**config.mk**
```make
export PLATFORM = sky130hd
export DESIGN_NAME = lhe_ctrl
export DESIGN_NICKNAME = d
export VERILOG_FILES = /design/src/hdl/lhe_pkg.sv /design/src/hdl/lhe_ctrl.sv
export SDC_FILE = /design/constraint.sdc
export NUM_CORES = 1
export LEC_CHECK = 0
export ABC_AREA = 0
export BUFFER_PORTS_ARGS = -buffer_cell sky130_fd_sc_hd__buf_2
export CAP_MARGIN = 20
export CELL_PAD_IN_SITES_DETAIL_PLACEMENT = 1
export CELL_PAD_IN_SITES_GLOBAL_PLACEMENT = 2
export CORE_MARGIN = 2
export CORE_UTILIZATION = 24
export DETAILED_ROUTE_END_ITERATION = 16
export PLACE_DENSITY = 0.8
export SLEW_MARGIN = 40
export SYNTH_ARGS = -nofsm -noshare
export SYNTH_HDL_FRONTEND = slang
export SYNTH_SLANG_ARGS = --single-unit
```
**constraint.sdc**
```tcl
create_clock -name clk -period 2.7 [get_ports clk]
set_input_delay 0.54 -clock clk [delete_from_list [all_inputs] [get_ports clk]]
set_output_delay 0.54 -clock clk [all_outputs]
set_load 0.05 [all_outputs]
```
**src/hdl/lhe_pkg.sv**
```systemverilog
// Shared types, constants and bin arithmetic for the latency histogram engine.
// Depends on nothing; used by lhe_ctrl, lhe_dpath and latency_histogram_engine.
package lhe_pkg;

	localparam int BINS_PER_GROUP = 128;
	localparam int COUNTER_WIDTH  = 32;
	localparam int GROUPS         = 5;
	localparam int NBINS          = GROUPS * BINS_PER_GROUP;
	localparam int ADDR_W         = $clog2(NBINS);
	localparam int IDX_W          = $clog2(BINS_PER_GROUP);
	localparam int GRP_W          = $clog2(GROUPS);

	localparam int OP_W     = 2;
	localparam int SAMPLE_W = 32;
	localparam int FRAC_W   = 16;
	localparam int TOTAL_W  = 48;
	localparam int SUM_W    = 60;
	localparam int EDGE_W   = 12;
	localparam int TERM_W   = COUNTER_WIDTH + EDGE_W;
	localparam int HALF_W   = TOTAL_W / 2;
	localparam int PROD_W   = FRAC_W + HALF_W;
	localparam int FULL_W   = FRAC_W + TOTAL_W;

	localparam int IN_W  = ((OP_W + SAMPLE_W + FRAC_W + 7) / 8) * 8;
	localparam int OUT_W = ((TOTAL_W + SUM_W + 3 * EDGE_W + 7) / 8) * 8;

	localparam logic [EDGE_W-1:0] OVF_EDGE = EDGE_W'(BINS_PER_GROUP * 31);

	typedef enum logic [OP_W-1:0] {
		OP_ADD    = 2'd0,
		OP_CLEAR  = 2'd1,
		OP_REPORT = 2'd2
	} op_t;

	typedef enum logic [3:0] {
		ST_INIT, ST_IDLE, ST_ADD_WR, ST_CLR, ST_WALK1, ST_DRAIN1, ST_DRAIN2,
		ST_FOLD, ST_MUL_LO, ST_MUL_HI, ST_WALK2, ST_DRAIN3, ST_DONE
	} state_t;

	typedef struct packed {
		logic load_in;
		logic cnt_clr;
		logic cnt_inc;
		logic mem_rd;
		logic rd_bin;
		logic walk;
		logic pass2;
		logic mem_clr;
		logic add_wr;
		logic acc_clr;
		logic fold;
		logic mul_lo;
		logic mul_hi;
		logic out_load;
	} lhe_cmd_t;

	typedef struct packed {
		logic cnt_last;
		logic out_busy;
	} lhe_sts_t;

	typedef struct packed {
		logic              ovf;
		logic [ADDR_W-1:0] idx;
	} bin_sel_t;

	function automatic logic [EDGE_W-1:0] bin_edge(input logic [ADDR_W-1:0] k);
		int g;
		int i;
		g = int'(k) / BINS_PER_GROUP;
		i = int'(k) % BINS_PER_GROUP;
		return EDGE_W'(BINS_PER_GROUP * ((1 << g) - 1) + (i << g));
	endfunction

	// group search over constant bounds; samples past the last group overflow
	function automatic bin_sel_t bin_of(input logic [SAMPLE_W-1:0] s);
		bin_sel_t r;
		logic     hit;
		r   = '{ovf: 1'b1, idx: '0};
		hit = 1'b0;
		for (int g = 0; g < GROUPS; g++) begin
			if (!hit && s < SAMPLE_W'(BINS_PER_GROUP * ((1 << (g + 1)) - 1))) begin
				hit   = 1'b1;
				r.ovf = 1'b0;
				r.idx = ADDR_W'(g * BINS_PER_GROUP)
					+ ADDR_W'((s - SAMPLE_W'(BINS_PER_GROUP * ((1 << g) - 1))) >> g);
			end
		end
		return r;
	endfunction

	function automatic logic [COUNTER_WIDTH-1:0] sat_inc(input logic [COUNTER_WIDTH-1:0] c);
		return (&c) ? c : c + COUNTER_WIDTH'(1);
	endfunction

endpackage

```
**src/hdl/lhe_ctrl.sv**
```systemverilog
// Sequencer for the latency histogram engine: add, clear, two-pass report.
// Depends on lhe_pkg; drives lhe_dpath through lhe_cmd_t.
module lhe_ctrl import lhe_pkg::*; (
	input  logic            clk,
	input  logic            arst_n,
	input  logic            in_valid,
	input  logic [OP_W-1:0] in_op,
	output logic            in_ready,
	input  lhe_sts_t        sts,
	output lhe_cmd_t        cmd
);

	state_t state_q, state_d;
	op_t    op;

	assign op = op_t'(in_op);

	always_ff @(posedge clk or negedge arst_n) begin
		if (!arst_n) begin
			state_q <= ST_INIT;
		end else begin
			state_q <= state_d;
		end
	end

	always_comb begin
		state_d = state_q;
		unique case (state_q)
			ST_INIT, ST_CLR: begin
				if (sts.cnt_last) state_d = ST_IDLE;
			end
			ST_IDLE: begin
				if (in_valid) begin
					case (op)
						OP_ADD:    state_d = ST_ADD_WR;
						OP_CLEAR:  state_d = ST_CLR;
						OP_REPORT: state_d = ST_WALK1;
						default:   state_d = ST_IDLE;
					endcase
				end
			end
			ST_ADD_WR: state_d = ST_IDLE;
			ST_WALK1: begin
				if (sts.cnt_last) state_d = ST_DRAIN1;
			end
			ST_DRAIN1: state_d = ST_DRAIN2;
			ST_DRAIN2: state_d = ST_FOLD;
			ST_FOLD:   state_d = ST_MUL_LO;
			ST_MUL_LO: state_d = ST_MUL_HI;
			ST_MUL_HI: state_d = ST_WALK2;
			ST_WALK2: begin
				if (sts.cnt_last) state_d = ST_DRAIN3;
			end
			ST_DRAIN3: state_d = ST_DONE;
			ST_DONE: begin
				if (!sts.out_busy) state_d = ST_IDLE;
			end
			default: state_d = ST_INIT;
		endcase
	end

	always_comb begin
		cmd      = '0;
		in_ready = 1'b0;
		unique case (state_q)
			ST_INIT, ST_CLR: begin
				cmd.mem_clr = 1'b1;
				cmd.cnt_inc = 1'b1;
			end
			ST_IDLE: begin
				in_ready = 1'b1;
				if (in_valid) begin
					cmd.load_in = 1'b1;
					cmd.cnt_clr = 1'b1;
					cmd.acc_clr = 1'b1;
					// issue the bin read in the transaction cycle
					if (op == OP_ADD) begin
						cmd.mem_rd = 1'b1;
						cmd.rd_bin = 1'b1;
					end
				end
			end
			ST_ADD_WR: cmd.add_wr = 1'b1;
			ST_WALK1: begin
				cmd.mem_rd  = 1'b1;
				cmd.walk    = 1'b1;
				cmd.cnt_inc = 1'b1;
			end
			ST_DRAIN1, ST_DRAIN2: ;
			ST_FOLD:   cmd.fold = 1'b1;
			ST_MUL_LO: cmd.mul_lo = 1'b1;
			ST_MUL_HI: begin
				cmd.mul_hi  = 1'b1;
				cmd.cnt_clr = 1'b1;
			end
			ST_WALK2: begin
				cmd.mem_rd  = 1'b1;
				cmd.walk    = 1'b1;
				cmd.pass2   = 1'b1;
				cmd.cnt_inc = 1'b1;
			end
			ST_DRAIN3: cmd.pass2 = 1'b1;
			ST_DONE: cmd.out_load = !sts.out_busy;
			default: ;
		endcase
	end

endmodule

```
Yosys cells after proc, flatten, opt, wreduce, memory -nomap -nowiden. Cells that the tools add are included.

Register bits: 4. Input bits: 7. Output and inout port bits: 15. Logic and storage cells: 54.

Eq/ne operators: 19. Multiplexer cells: 26. Reduce and logical (&&, ||, !) cells: 8.

Operators by type and width (number): $pmux 4 s12 (1); $eq 4x4->1 const B (5); $mux 4 (5); $eq 4x3->1 const B (4); $mux 1 (14); $ne 2x2->1 const B (5); $pmux 3 s3 (1); $eq 4x2->1 const B (2); $mux 2 (3); $reduce_or 2->1 (3); $reduce_and 5->1 (1); $eq 4x1->1 const B (1); $logic_not 4->1 (1); $pmux 1 s2 (2); $reduce_or 4->1 (1); $eq 2x1->1 const B (1); $eq 2x2->1 const B (1); $logic_not 2->1 (1); $logic_not 1->1 (1).

Depth between registers and ports, before layout. Gate-level depths: netlist of the first run.

Depth after elaboration: 4. Mapped depth: 6. Mapped depth without buffers: 4.

Worst setup path before layout of the first run. OpenSTA, ideal clock, no wires.

Kind: reg2out. From: reg state_q[1]. To: out cmd[10] in the netlist's numbering. Data arrival time: 2.548 ns. Required time: 2.160 ns. Path slack: -0.388 ns. Stages on the path, launching flop included: 6. Buffers on the path: 2. Path through: dfrtp_1 > buf_2 > clkbuf_1 > nand4b_1 > nor3_1 > o21bai_1.

RTL lines: from (decl) (RTL line lhe_ctrl.sv:13) `state_t state_q, state_d;`; from (signal assigned) (RTL line lhe_ctrl.sv:22) `state_q <= state_d;`; to (decl) (RTL line lhe_ctrl.sv:10) `output lhe_cmd_t cmd`.

==> results of run 1 <==
==> layout by cell type (no fill, tap or decap) <==
cell,count
buf_2,21
nor2_1,10
o21ai_0,6
nand2_1,5
dfrtp_1,4
inv_1,3
nor3_1,3
clkbuf_4,3
nand2b_1,2
nand4b_1,2
nand4bb_1,2
o31ai_1,2
nor4b_2,1
o21a_1,1
and3b_1,1
nor3_2,1
o21bai_1,1
nor4_2,1
or3_1,1
nand3_1,1
nor4b_1,1
or4b_4,1
a21oi_4,1
a31oi_4,1
mux2_4,1
nor2b_1,1
o2111ai_1,1
a21oi_1,1
o21ai_1,1
==> routing by layer <==
layer / track usage, % / part of all wire [%] / up-vias
met5: 0 / 0 / -
met4: 7.14 / 1.7 / 0
met3: 2.16 / 3.0 / 2
met2: 21.1 / 51 / 10
met1: 13.8 / 45 / 244
li1: - / - / 261
==> kinds of logic after synthesis <==
logic type,Yosys count
buffers and inverters,10
muxes,1
AOI/OAI and AO/OA,15
DFF,4
and+or+nand+nor,33
==> synthesized netlist by cell type <==
cell / number / share of area, %
nor2_1: 10 / 8.0
o21ai_0: 6 / 6.4
nand2_1: 5 / 4.0
dfrtp_1: 4 / 21
nor3_1: 4 / 4.2
clkbuf_1: 3 / 2.4
inv_1: 3 / 2.4
buf_2: 2 / 2.1
buf_4: 2 / 3.2
nand2b_1: 2 / 2.7
nand4b_1: 2 / 3.7
nand4bb_1: 2 / 4.8
nor4b_1: 2 / 3.7
o31ai_1: 2 / 3.2
a21oi_1: 1 / 1.1
a21oi_4: 1 / 3.4
a31oi_4: 1 / 4.5
and3b_1: 1 / 1.9
mux2_4: 1 / 3.2
nand3_1: 1 / 1.1
nor2b_1: 1 / 1.3
nor4_1: 1 / 1.3
o2111ai_1: 1 / 1.9
o21a_1: 1 / 1.6
o21ai_1: 1 / 1.1
o21bai_1: 1 / 1.6
or3_1: 1 / 1.3
or4b_4: 1 / 2.9
==> worst max path at each step <==
stage               depth (start not counted)  slack [ns]  endpoint
finish                                      5        0.33   cmd[10]
global route                                5        0.09   cmd[10]
CTS                                         5        0.30   cmd[10]
detailed placement                          5        0.57   cmd[10]
global placement                            5        0.68   cmd[10]
floorplan                                   5        0.06   cmd[10]
==> per-stage QoR <==
stage / hold WS, ns / setup WS [ns] / util [%] / instances
6_report: 0.0952 / 0.327 / 32.3 / 107
5_1_grt: 0.0818 / 0.0905 / 32.3 / 107
4_1_cts: 0.0952 / 0.305 / 32.3 / 107
3_5_place_dp: 0.347 / 0.570 / 31.1 / 104
3_3_place_gp: 0.344 / 0.680 / 31.1 / 104
2_1_floorplan: 0.244 / 0.0619 / - / 63
==> layout make-up <==
type | instances | area, µm² | area share [%]
multi-input combinational | 49 | 342 | 55.6
timing repair buffer | 21 | 105 | 17.1
sequential | 4 | 100 | 16.3
tap | 27 | 33.8 | 5.50
clock buffer | 3 | 22.5 | 3.67
inverter | 3 | 11.3 | 1.83
==> results.json, run 1 <==
{
  "ys_seq_area_share_pct": 21.2,
  "antennaDiodeCount": 0,
  "antenna_found_initial": 0,
  "critPathRequiredTime_ns": 2.16,
  "placed_cell_area_um2": 592,
  "crit_path_top_delay_cell": "dfrtp_1",
  "vias_per_cell": 4.83,
  "h-tree-depth": 1,
  "reg2reg_from": "state_q[0]",
  "cts_root_buf": "clkbuf_4",
  "final_layout_size_suffix_gt1_share_pct": 38.8,
  "worstPathArrival_ns": 1.83,
  "grt_max_degree": 20,
  "syn_inst": 63,
  "clock_path_buffers": 2,
  "final_max_slew_viol_count": 0,
  "core_area_um2": 1900,
  "nNetsFinal": 89,
  "worstSetupStartpoint": "state_q[3]",
  "cts_buffers": 3,
  "status": "complete, no violations",
  "r2r-end": "state_q[2]",
  "synth_top_family_by_area": "simple AND/OR/NAND/NOR gates",
  "critPathMaxFanout": 17,
  "synth_xor_area_share_pct": 0,
  "path_class": "register to primary output",
  "largest_register": "state_q",
  "critical_path.top_delay_family": "simple AND/OR/NAND/NOR gates",
  "rrSetupSlack_ns": 0.77,
  "ys_warn_count": 0,
  "synthesis.nets": 70,
  "dieWidth_um": 48.3,
  "wirelength_mm": 1.27,
  "finalHoldViolations": 0,
  "clk_pin_slew_ns": 0.04,
  "maxCapViolations": 0,
  "cts_hold_buf": 0,
  "drtIter0Drc": 6,
  "fin_setup_tns_ns": 0,
  "cpPeakStageDelay_ns": 0.55,
  "skew_ns": 0.00271,
  "synthDistinctLibCells": 28,
  "tritoncts": "yes",
  "ant_nets": 0,
  "top_regs": "state_q: 4 flops",
  "endpoint_kind": "primary output",
  "critPathLaunchType": "register",
  "syn_avg_cell_area_um2": 7.49,
  "rsz0062_at_grt": "false",
  "synthToLayoutAreaGrowth_pct": 30.2,
  "relSlewSlack_pct": 62.0,
  "firstDrtPassIters": 2,
  "io_buffers": 21,
  "drc_errors": 0,
  "post-route-cell-area_um2": 614,
  "num_io_pins": 22,
  "tightest_slew_ns": 0.569,
  "yosys-mux-area-fraction_pct": 3.18,
  "start_util_pct": 24.8,
  "ctsResizeCount": 0,
  "yosys.area_share.adder_pct": 0,
  "hpwl_um": 963,
  "placementRows": 16,
  "fin_crit_ns": 2.37,
  "syn_area_um2": 472,
  "n_fill_cell": 245,
  "die_area_um2": 2340,
  "critPathBufInv": 1,
  "grtUsageTotal_pct": 12.1,
  "die_height_um": 48.3,
  "clk_latency_ns": 0.24,
  "timing.final.crit_share_pct": 87.9,
  "wl_per_cell_um": 11.9,
  "cp_cell_sequence": "nor2_1 > nand4b_1 > nor3_2 > o21bai_1 > buf_2",
  "max_freq_ghz": 0.421,
  "synth_compound_area_share_pct": 24.7,
  "gr-total-overflow": 0,
  "numClockSinks": 4,
  "rr_worst_depth": 4,
  "largest_register_ffs": 4,
  "hold_class": "input pin to asynchronous set/reset pin",
  "setup_viol": 0,
  "synth-simple-area-share_pct": 40.8,
  "place.gp.congestion": 0.702,
  "grt_pass1_vias": 513,
  "grt_pass1_wl_mm": 2.24,
  "ys_seq_elements": 4,
  "vias": 517,
  "cts_setup_buffers": 0
}
Power of run 1 is left out: the tool's default activity adds up to more than one toggle a clock period on the data nets, which glitch-free logic cannot reach.
==> run 2: changes to the inputs <==
RECOVER_POWER = 50   (was unset)
==> run 2 against run 1 <==
Worst setup slack improved by 0.0020 ns. Sequential cell count did not move. Largest cell class unchanged. Sequential share of layout area rose by 0.66 points. Global-route usage did not move. Cell area fell by 3.9%. Register-to-register slack got worse by 0.09 ns. First-iteration DRC count fell by 17%. Non-clock buffer count did not move. Worst hold slack improved by 0.019 ns. Critical endpoint unchanged. Routed wire length rose by 0.94%.
==> results.json, run 2 (same netlist as run 1, synthesis figures left out) <==
{
  "top_regs": "state_q: 4 flops",
  "maxCapViolations": 0,
  "clock_path_buffers": 2,
  "hpwl_um": 963,
  "fin_setup_tns_ns": 0,
  "mostFrequentLayoutCell": "buf_2",
  "max_freq_ghz": 0.422,
  "cts_hold_buf": 0,
  "grt_pass1_vias": 513,
  "critPathRequiredTime_ns": 2.16,
  "place.gp.congestion": 0.702,
  "clk_pin_slew_ns": 0.04,
  "placementRows": 16,
  "reg2reg_from": "state_q[0]",
  "critPathMaxFanout": 17,
  "firstDrtPassIters": 2,
  "vias": 525,
  "nNetsFinal": 89,
  "cts_buffers": 3,
  "route.layer.met1.wl_um": 582,
  "antennaDiodeCount": 0,
  "ant_nets": 0,
  "status": "complete, no violations",
  "cp_cell_sequence": "nor2_1 > nand4b_1 > nor3_2 > o21bai_1 > buf_2",
  "h-tree-depth": 1,
  "die_height_um": 48.3,
  "cts_root_buf": "clkbuf_4",
  "rsz0062_at_grt": "false",
  "antenna_found_initial": 0,
  "clk_latency_ns": 0.24,
  "num_io_pins": 22,
  "endpoint_kind": "primary output",
  "vias_per_cell": 4.91,
  "tightest_slew_ns": 0.600,
  "wl_per_cell_um": 12.0,
  "start_util_pct": 24.8,
  "largest_register_ffs": 4,
  "critPathLaunchType": "register",
  "io_buffers": 21,
  "r2r-end": "state_q[2]",
  "worstSetupStartpoint": "state_q[3]",
  "gr-total-overflow": 0,
  "dr_wl_met2_um": 640,
  "path_class": "register to primary output",
  "rrSetupSlack_ns": 0.68,
  "grt_max_degree": 20,
  "finalHoldViolations": 0,
  "synthToLayoutAreaGrowth_pct": 25.2,
  "crit_path_top_delay_cell": "dfrtp_1",
  "timing.final.crit_share_pct": 87.8,
  "hold_class": "input pin to asynchronous set/reset pin",
  "setup_viol": 0,
  "multiInputGateArea_um2": 323,
  "skew_ns": 0.00306,
  "grt_pass1_wl_mm": 2.24,
  "core_area_um2": 1900,
  "final_core_util_pct": 31.1,
  "die_area_um2": 2340,
  "tritoncts": "yes",
  "dieWidth_um": 48.3,
  "final_layout_size_suffix_gt1_share_pct": 31.3,
  "relSlewSlack_pct": 60.2,
  "met3WireLength_um": 38,
  "worstPathArrival_ns": 1.83,
  "numClockSinks": 4,
  "top_layer": "met4",
  "n_fill_cell": 248,
  "drtIter0Drc": 5,
  "cts_setup_buffers": 0,
  "register_area_um2": 100,
  "mostFrequentLayoutCells": "buf_2 (17), nor2_1 (10), o21ai_0 (6), nand2_1 (5)",
  "final_max_slew_viol_count": 0,
  "wirelength_mm": 1.28,
  "ctsResizeCount": 0,
  "drc_errors": 0,
  "fin_crit_ns": 2.37,
  "largest_register": "state_q",
  "cpPeakStageDelay_ns": 0.54,
  "rr_worst_depth": 4,
  "grtUsageTotal_pct": 12.1
}
run 2: layout make-up:
| type | count | share of cell area [%] |
|---|---|---|
| Clock buffer | 3 | 3.81 |
| Inverter | 3 | 1.91 |
| Tap cell | 27 | 5.72 |
| Sequential cell | 4 | 16.9 |
| Multi-Input combinational cell | 49 | 54.7 |
| Timing Repair Buffer | 21 | 16.9 |
run 2: how the worst max path moves through the flow:
stage | endpoint | depth (start not counted) | slack (ns)
2_1_floorplan | cmd[10] | 5 | 0.06
3_3_place_gp | cmd[10] | 5 | 0.68
3_5_place_dp | cmd[10] | 5 | 0.57
4_1_cts | cmd[10] | 5 | 0.30
5_1_grt | cmd[10] | 5 | 0.1
6_report | cmd[10] | 5 | 0.33
run 2: stage by stage:
step	worst slack [ns]	cell area [µm²]	hold slack [ns]	std cells
after floorplan	0.0619	489	0.244	63
after global placement	0.680	592	0.344	104
after detailed placement	0.570	592	0.347	104
after CTS	0.305	614	0.0952	107
after global routing	0.0957	591	0.111	107
final	0.329	591	0.114	107
run 2: worst max-delay path: cells and delay by family (launching register included):
kind	cells	cell delay [ns]
and+or+nand+nor	3	0.65
DFF	1	0.54
buffers and inverters	1	0.28
AOI/OAI and AO/OA	1	0.13
run 2: layer usage:
metal / global-route usage (%) / up-vias
met5: 0 / -
met4: 7.14 / 0
met3: 2.16 / 2
met2: 21.1 / 10
met1: 13.8 / 252
li1: - / 261
Power of run 2 is left out for the same reason.
